$ cat config.mk
export PLATFORM = sky130hd
export DESIGN_NAME = crlf_frame_receiver_top
export DESIGN_NICKNAME = d
export VERILOG_FILES = /design/src/design/crlfrx_pkg.sv /design/src/design/crlfrx_ctrl.sv /design/src/design/crlfrx_store.sv /design/src/design/crlf_frame_receiver_top.sv
export SDC_FILE = /design/constraint.sdc
export NUM_CORES = 1
export LEC_CHECK = 0
export BUFFER_PORTS_ARGS = -buffer_cell sky130_fd_sc_hd__buf_2
export CORE_UTILIZATION = 30
export DETAILED_ROUTE_END_ITERATION = 12
export PLACE_DENSITY_LB_ADDON = 0.1
export SLEW_MARGIN = 20
export SYNTH_ARGS = -nofsm -noshare
export SYNTH_HDL_FRONTEND = slang
export SYNTH_SLANG_ARGS = --single-unit
$ cat constraint.sdc
create_clock -name clk -period 4.1 [get_ports clk]
set_input_delay 0.615 -clock clk [delete_from_list [all_inputs] [get_ports clk]]
set_output_delay 0.615 -clock clk [all_outputs]
set_load 0.01 [all_outputs]
$ cat src/design/crlfrx_pkg.sv
// Shared types and constants for the CR LF frame receiver.
`timescale 1ns / 1ps

package crlfrx_pkg;

	localparam int COUNT_W = 6;
	localparam int INDEX_W = 5;

	localparam logic [1:0] OP_BYTE = 2'd0;
	localparam logic [1:0] OP_POLL = 2'd1;
	localparam logic [1:0] OP_READ = 2'd2;

	localparam logic [7:0] CODE_CR = 8'h0d;
	localparam logic [7:0] CODE_LF = 8'h0a;

	typedef struct packed {
		logic [1:0]         operation;
		logic [7:0]         rx_byte;
		logic [INDEX_W-1:0] read_index;
	} in_item_t;

	typedef struct packed {
		logic               frame_complete;
		logic [COUNT_W-1:0] frame_length;
		logic [7:0]         read_data;
	} out_item_t;

	typedef struct packed {
		logic               en;
		logic [COUNT_W-1:0] addr;
		logic [7:0]         data;
	} wr_req_t;

endpackage

$ cat src/design/crlfrx_ctrl.sv
// Frame state tracking: CR LF detection, start byte check, overflow and poll clear.
`timescale 1ns / 1ps

module crlfrx_ctrl #(
	parameter int CAPACITY = 32
) (
	input  logic                        clk,
	input  logic                        arst_n,
	input  logic                        fire,
	input  crlfrx_pkg::in_item_t        item,
	input  logic [7:0]                  start_byte,
	output crlfrx_pkg::wr_req_t         wr,
	output logic                        done,
	output logic [crlfrx_pkg::COUNT_W-1:0] count
);

	localparam logic [crlfrx_pkg::COUNT_W-1:0] CAP = crlfrx_pkg::COUNT_W'(CAPACITY);

	logic [crlfrx_pkg::COUNT_W-1:0] count_q, count_n;
	logic                           cr_q, cr_n;
	logic                           done_q, done_n;
	logic [7:0]                     first_q, first_n;
	logic [7:0]                     first_chk;

	always_comb begin
		count_n   = count_q;
		cr_n      = cr_q;
		done_n    = done_q;
		first_n   = first_q;
		first_chk = first_q;
		wr.en     = 1'b0;
		wr.addr   = count_q;
		wr.data   = item.rx_byte;
		if (fire) begin
			case (item.operation)
				crlfrx_pkg::OP_BYTE: begin
					if (!done_q) begin
						if (cr_q) begin
							if (item.rx_byte != crlfrx_pkg::CODE_LF) begin
								count_n = '0;
								cr_n    = 1'b0;
								done_n  = 1'b0;
							end else begin
								done_n = 1'b1;
							end
						end else if (item.rx_byte == crlfrx_pkg::CODE_CR) begin
							cr_n = 1'b1;
						end else if (count_q >= CAP) begin
							// overflow: drop the frame and discard this byte
							count_n = '0;
							cr_n    = 1'b0;
							done_n  = 1'b0;
						end else begin
							wr.en   = 1'b1;
							count_n = count_q + 1'b1;
							if (count_q == '0) begin
								first_n   = item.rx_byte;
								first_chk = item.rx_byte;
							end
							if (first_chk != start_byte) begin
								count_n = '0;
								cr_n    = 1'b0;
								done_n  = 1'b0;
							end
						end
					end
				end
				crlfrx_pkg::OP_POLL: begin
					if (done_q) begin
						count_n = '0;
						cr_n    = 1'b0;
						done_n  = 1'b0;
					end
				end
				default: ;
			endcase
		end
	end

	always_ff @(posedge clk or negedge arst_n) begin
		if (!arst_n) begin
			count_q <= '0;
			cr_q    <= 1'b0;
			done_q  <= 1'b0;
		end else begin
			count_q <= count_n;
			cr_q    <= cr_n;
			done_q  <= done_n;
		end
	end

	// copy of store entry 0, valid whenever count_q is nonzero
	always_ff @(posedge clk) begin
		first_q <= first_n;
	end

	assign done  = done_q;
	assign count = count_q;

endmodule

$ cat src/design/crlfrx_store.sv
// Frame byte store: one write port, one registered read port.
`timescale 1ns / 1ps

module crlfrx_store #(
	parameter int CAPACITY = 32
) (
	input  logic                           clk,
	input  crlfrx_pkg::wr_req_t            wr,
	input  logic                           rd_en,
	input  logic [crlfrx_pkg::INDEX_W-1:0] rd_index,
	output logic [7:0]                     rd_data
);

	localparam int AW = (CAPACITY > 1) ? $clog2(CAPACITY) : 1;

	logic [7:0]                     mem [CAPACITY];
	logic [7:0]                     rd_data_q;
	logic [crlfrx_pkg::COUNT_W-1:0] rd_index_ext;

	assign rd_index_ext = crlfrx_pkg::COUNT_W'(rd_index);

	always_ff @(posedge clk) begin
		if (wr.en) begin
			mem[wr.addr[AW-1:0]] <= wr.data;
		end
		if (rd_en) begin
			rd_data_q <= mem[rd_index_ext[AW-1:0]];
		end
	end

	assign rd_data = rd_data_q;

endmodule

$ cat src/design/crlf_frame_receiver_top.sv
// Top level of the CR LF frame receiver.
`timescale 1ns / 1ps

// Takes one beat per cycle while the input is not stalled: received bytes, status polls and store
// reads. Each beat passes an input register and then a result register, and a poll or read answer is
// presented from the result register; received bytes and operation code 3 give no result. The input
// stalls only while a result waits under a stalled output and the input register is occupied.
// The frame store is a register array with one write port at the current frame position and one
// registered read port. A poll of a complete frame reports it and clears it; the stored bytes
// stay readable. The start byte register may be written whenever the receiver is idle; its port
// is always ready.
module crlf_frame_receiver_top #(
	parameter int CAPACITY = 32
) (
	input  logic                  clk,
	input  logic                  arst_n,
	input  logic                  cfg_valid,
	output logic                  cfg_ready,
	input  logic [7:0]            cfg_data,
	input  logic                  in_valid,
	output logic                  in_stall,
	input  crlfrx_pkg::in_item_t  in_data,
	output logic                  out_valid,
	input  logic                  out_stall,
	output crlfrx_pkg::out_item_t out_data
);

	localparam logic [crlfrx_pkg::COUNT_W-1:0] CAP = crlfrx_pkg::COUNT_W'(CAPACITY);

	logic                           valid_s1;
	crlfrx_pkg::in_item_t           item_s1;
	logic                           advance;
	logic                           fire;
	logic                           is_poll;
	logic                           is_read;
	logic                           rd_ok;
	logic [7:0]                     start_byte_q;
	logic                           out_valid_q;
	logic                           complete_q;
	logic [crlfrx_pkg::COUNT_W-1:0] length_q;
	logic                           rd_ok_q;
	crlfrx_pkg::wr_req_t            wr;
	logic                           done;
	logic [crlfrx_pkg::COUNT_W-1:0] count;
	logic [7:0]                     rd_data;

	assign cfg_ready = 1'b1;
	assign advance   = !(out_valid_q && out_stall);
	assign in_stall  = valid_s1 && !advance;
	assign fire      = valid_s1 && advance;
	assign is_poll   = item_s1.operation == crlfrx_pkg::OP_POLL;
	assign is_read   = item_s1.operation == crlfrx_pkg::OP_READ;
	assign rd_ok     = is_read && (crlfrx_pkg::COUNT_W'(item_s1.read_index) < CAP);

	always_ff @(posedge clk or negedge arst_n) begin
		if (!arst_n) begin
			start_byte_q <= 8'h00;
		end else if (cfg_valid) begin
			start_byte_q <= cfg_data;
		end
	end

	// input register
	always_ff @(posedge clk or negedge arst_n) begin
		if (!arst_n) begin
			valid_s1 <= 1'b0;
		end else if (!in_stall) begin
			valid_s1 <= in_valid;
		end
	end

	always_ff @(posedge clk) begin
		if (!in_stall && in_valid) begin
			item_s1 <= in_data;
		end
	end

	crlfrx_ctrl #(
		.CAPACITY(CAPACITY)
	) u_ctrl (
		.clk       (clk),
		.arst_n    (arst_n),
		.fire      (fire),
		.item      (item_s1),
		.start_byte(start_byte_q),
		.wr        (wr),
		.done      (done),
		.count     (count)
	);

	crlfrx_store #(
		.CAPACITY(CAPACITY)
	) u_store (
		.clk     (clk),
		.wr      (wr),
		.rd_en   (fire && rd_ok),
		.rd_index(item_s1.read_index),
		.rd_data (rd_data)
	);

	// result register
	always_ff @(posedge clk or negedge arst_n) begin
		if (!arst_n) begin
			out_valid_q <= 1'b0;
		end else if (advance) begin
			out_valid_q <= valid_s1 && (is_poll || is_read);
		end
	end

	always_ff @(posedge clk) begin
		if (fire) begin
			complete_q <= is_poll && done;
			length_q   <= is_poll ? count : '0;
			rd_ok_q    <= rd_ok;
		end
	end

	assign out_valid = out_valid_q;

	always_comb begin
		out_data.frame_complete = complete_q;
		out_data.frame_length   = length_q;
		out_data.read_data      = rd_ok_q ? rd_data : 8'h00;
	end

endmodule
==> reports/metrics.csv <==
metric,value,unit
outcome,finished with violations,
violations,design-rule violations,
rows,74,
drtIter0Drc,417,
dieArea,42510,sq um
max_stage_delay,0.71,ns
cts_tree,done,
synth_cell_type_count,46,
io_pins,46,
setup_violations,0,
p_leak,0.004761,uW
drv_slew,0,
cts.hold.buffers_added,0,
slowest_stage,nor2_1,
grt_overflow_total,0,
die_width,206.2,um
irDropWorstVdd,260.2,uV
cp_max_fo,35,
drc,3,
antenna_cells,0,
netlist.area_leader.share,70.83,%
required,4.24,ns
slew_headroom,39.38,%
ys_ff_latch,313,
crit_arrival,3.08,ns
synth_area_leaders,"edfxtp_1, mux4_2, dfrtp_1, mux2_2, nor2_1",
coreArea,41020,sq um
ff_latch_area,9309,sq um
synth_seq_area_share,74.43,%
ys.warnings.count,0,
grtUsageTotal,13.44,%
multi_input_area,3029,sq um
clk_path_buf_depth,3,
rsz0062_at_grt,no,
hpwl,18130,um
antenna_found_initial,1,
finalCriticalPeriod,2.941,ns
finalHoldViolations,0,
port_buffers,44,
grt_start_max_net_pins,41,
post-route-util,35.68,%
vias,5797,
totalWireLength,27740,um
design_area,14640,sq um
postSynth.asyncResetShare,5.751,%
fmax,0.3400,GHz
worstMarginPinSlew,0.9093,ns
ant_nets,0,
critPathCaptureType,flip-flop,
cap_violations,0,
cts_setup_buffers,0,
syn_inst,603,
fill_cells,3789,
cts_made_buffers,35,
vias_per_cell,4.679,
yosys_most_used_dff,edfxtp_1,
grt_pass1_wl,41180,um
synth_edf_count,295,
clock_sinks,313,
netlist_area,12510,sq um
power_density,490.5,nW/um^2
gp_congestion,0.7549,
clock_latency,0.52,ns
finalSetupTns,0,ns
cts_root_buf,clkbuf_16,
finalCritPeriodShare,71.74,%
die_h,206.2,um
fin_skew,0.01838,ns
ctsResizeCount,0,
synth_nets,638,
nNetsFinal,717,
dr.pass1.iters,8,
drt-wirelength-per-cell,22.39,um
avgSynthCellArea,20.74,sq um
place_area,13470,sq um
synth.largest_area_cell,edfxtp_1,
layout_commonest_cell,edfxtp_1,
layout_common_cells,"edfxtp_1, mux4_2, buf_2",
clk_pin_slew,0.06,ns
drive_gt1_share,34.09,%
worstSetupPathType,flip-flop to flip-flop,
hp-class,input port to asynchronous set/reset pin,
grt_pass1_vias,6277,
start_util,30.49,%
cp_cell_sequence,buf_4 > nor3b_1 > nand2_1 > nor2_1 > nor4_2 > nand2_1 > nor2_1,
area_delta_synth_final,17.03,%
cts_htree_levels,2,
critPathLaunchType,flip-flop,
worst paths after layout:
check / startpoint / to / slack, ns / cells after the start
hold / removal: arst_n / u_ctrl.cr_q$_DFFE_PN0P_ / 0.04 / 1
setup reg to reg: item_s1[8]$_DFFE_PP_ / u_store.mem[0][2]$_DFFE_PP_ / 1.16 / 7
min in group clk: in_data[5] / item_s1[5]$_DFFE_PP_ / 0.27 / 1
hold reg to reg: valid_s1$_DFFE_PN0N_ / out_valid$_DFFE_PN0N_ / 0.54 / 1
setup / recovery: item_s1[8]$_DFFE_PP_ / u_store.mem[0][2]$_DFFE_PP_ / 1.16 / 7
max in group asynchronous: arst_n / start_byte_q[1]$_DFFE_PN0P_ / 3.74 / 1
cell families after synthesis:
logic type | count (synthesis) | share of synthesized area, %
muxes | 103 | 16.48
other | 1 | 0.02998
DFF | 313 | 74.43
AOI/OAI and AO/OA | 21 | 1.451
xor gates and xnor gates | 13 | 0.9104
buffers and inverters | 39 | 1.401
adders and majority gates | 7 | 0.7002
and+or+nand+nor | 106 | 4.602
power by group:
part | internal, uW | total [uW] | switching, uW
Sequential | 3560 | 3600 | 39.3
Clock | 1920 | 3150 | 1230
Combinational | 187 | 429 | 242
Total | 5660 | 7180 | 1520
through the flow:
step / setup WS, ns / total power [uW] / hold slack (ns) / std cells
floorplan: 0.5763 / 3933 / 0.3194 / 603
global placement: 1.001 / 4104 / 0.4996 / 1177
detailed placement: 1.058 / 4109 / 0.5158 / 1177
CTS: 1.124 / 7270 / 0.04092 / 1239
global route: 0.8891 / 7411 / 0.06329 / 1239
finish: 1.159 / 7180 / 0.04084 / 1239
routing by layer:
metal  track usage, %  wire length [um]  share of wire [%]  vias up
li1                 -                 -                  -     2611
met1            19.50             13000                 47     2996
met2            20.69             12780                 46      146
met3            2.081              1257                4.5       44
met4            4.202               702                2.5        0
met5                0                 0                  0        -
cells in the mapped netlist, types with 2 or more instances:
| master | n |
|---|---|
| edfxtp_1 | 295 |
| mux4_2 | 80 |
| nor2_1 | 36 |
| mux2_2 | 23 |
| dfrtp_1 | 18 |
| and2_1 | 16 |
| nand2_1 | 15 |
| clkbuf_1 | 13 |
| inv_1 | 11 |
| nand3_1 | 10 |
| buf_2 | 8 |
| ha_1 | 7 |
| xor2_1 | 7 |
| o21ai_0 | 6 |
| xnor2_1 | 6 |
| a21oi_1 | 5 |
| buf_1 | 3 |
| buf_4 | 3 |
| nand3b_1 | 3 |
| nor3_1 | 3 |
| nor3b_1 | 3 |
| nand2b_1 | 2 |
| nor2b_1 | 2 |
| nor4_1 | 2 |
| nor4bb_1 | 2 |
| o41ai_2 | 2 |
| or3_1 | 2 |
| or3_2 | 2 |
worst max-delay path, delay by kind of cell (launching register included):
kind / cells / cell delay (ns)
buffers and inverters: 1 / 0.26
flip-flops: 1 / 0.35
AND/OR/NAND/NOR: 6 / 1.94
cell type report:
| class | instances | share of cell area [%] |
|---|---|---|
| clock buffer | 38 | 6.206 |
| clock inverter | 24 | 1.744 |
| inverter | 11 | 0.2821 |
| multi-input combinational | 251 | 20.70 |
| sequential | 313 | 63.60 |
| tap | 532 | 4.548 |
| timing repair buffer | 70 | 2.924 |
sequential cells by signal, summed over array words and instances, names as in the netlist:
register,count
item_s1,15
start_byte_q,8
complete_q,1
u_ctrl.done,1
length_q,6
u_ctrl.cr_q,1
u_ctrl.count,6
out_valid,1
rd_ok_q,1
u_store.rd_data,8
u_store.mem,256
valid_s1,1
u_ctrl.first_q,8
(Power assumes the default switching activity.)
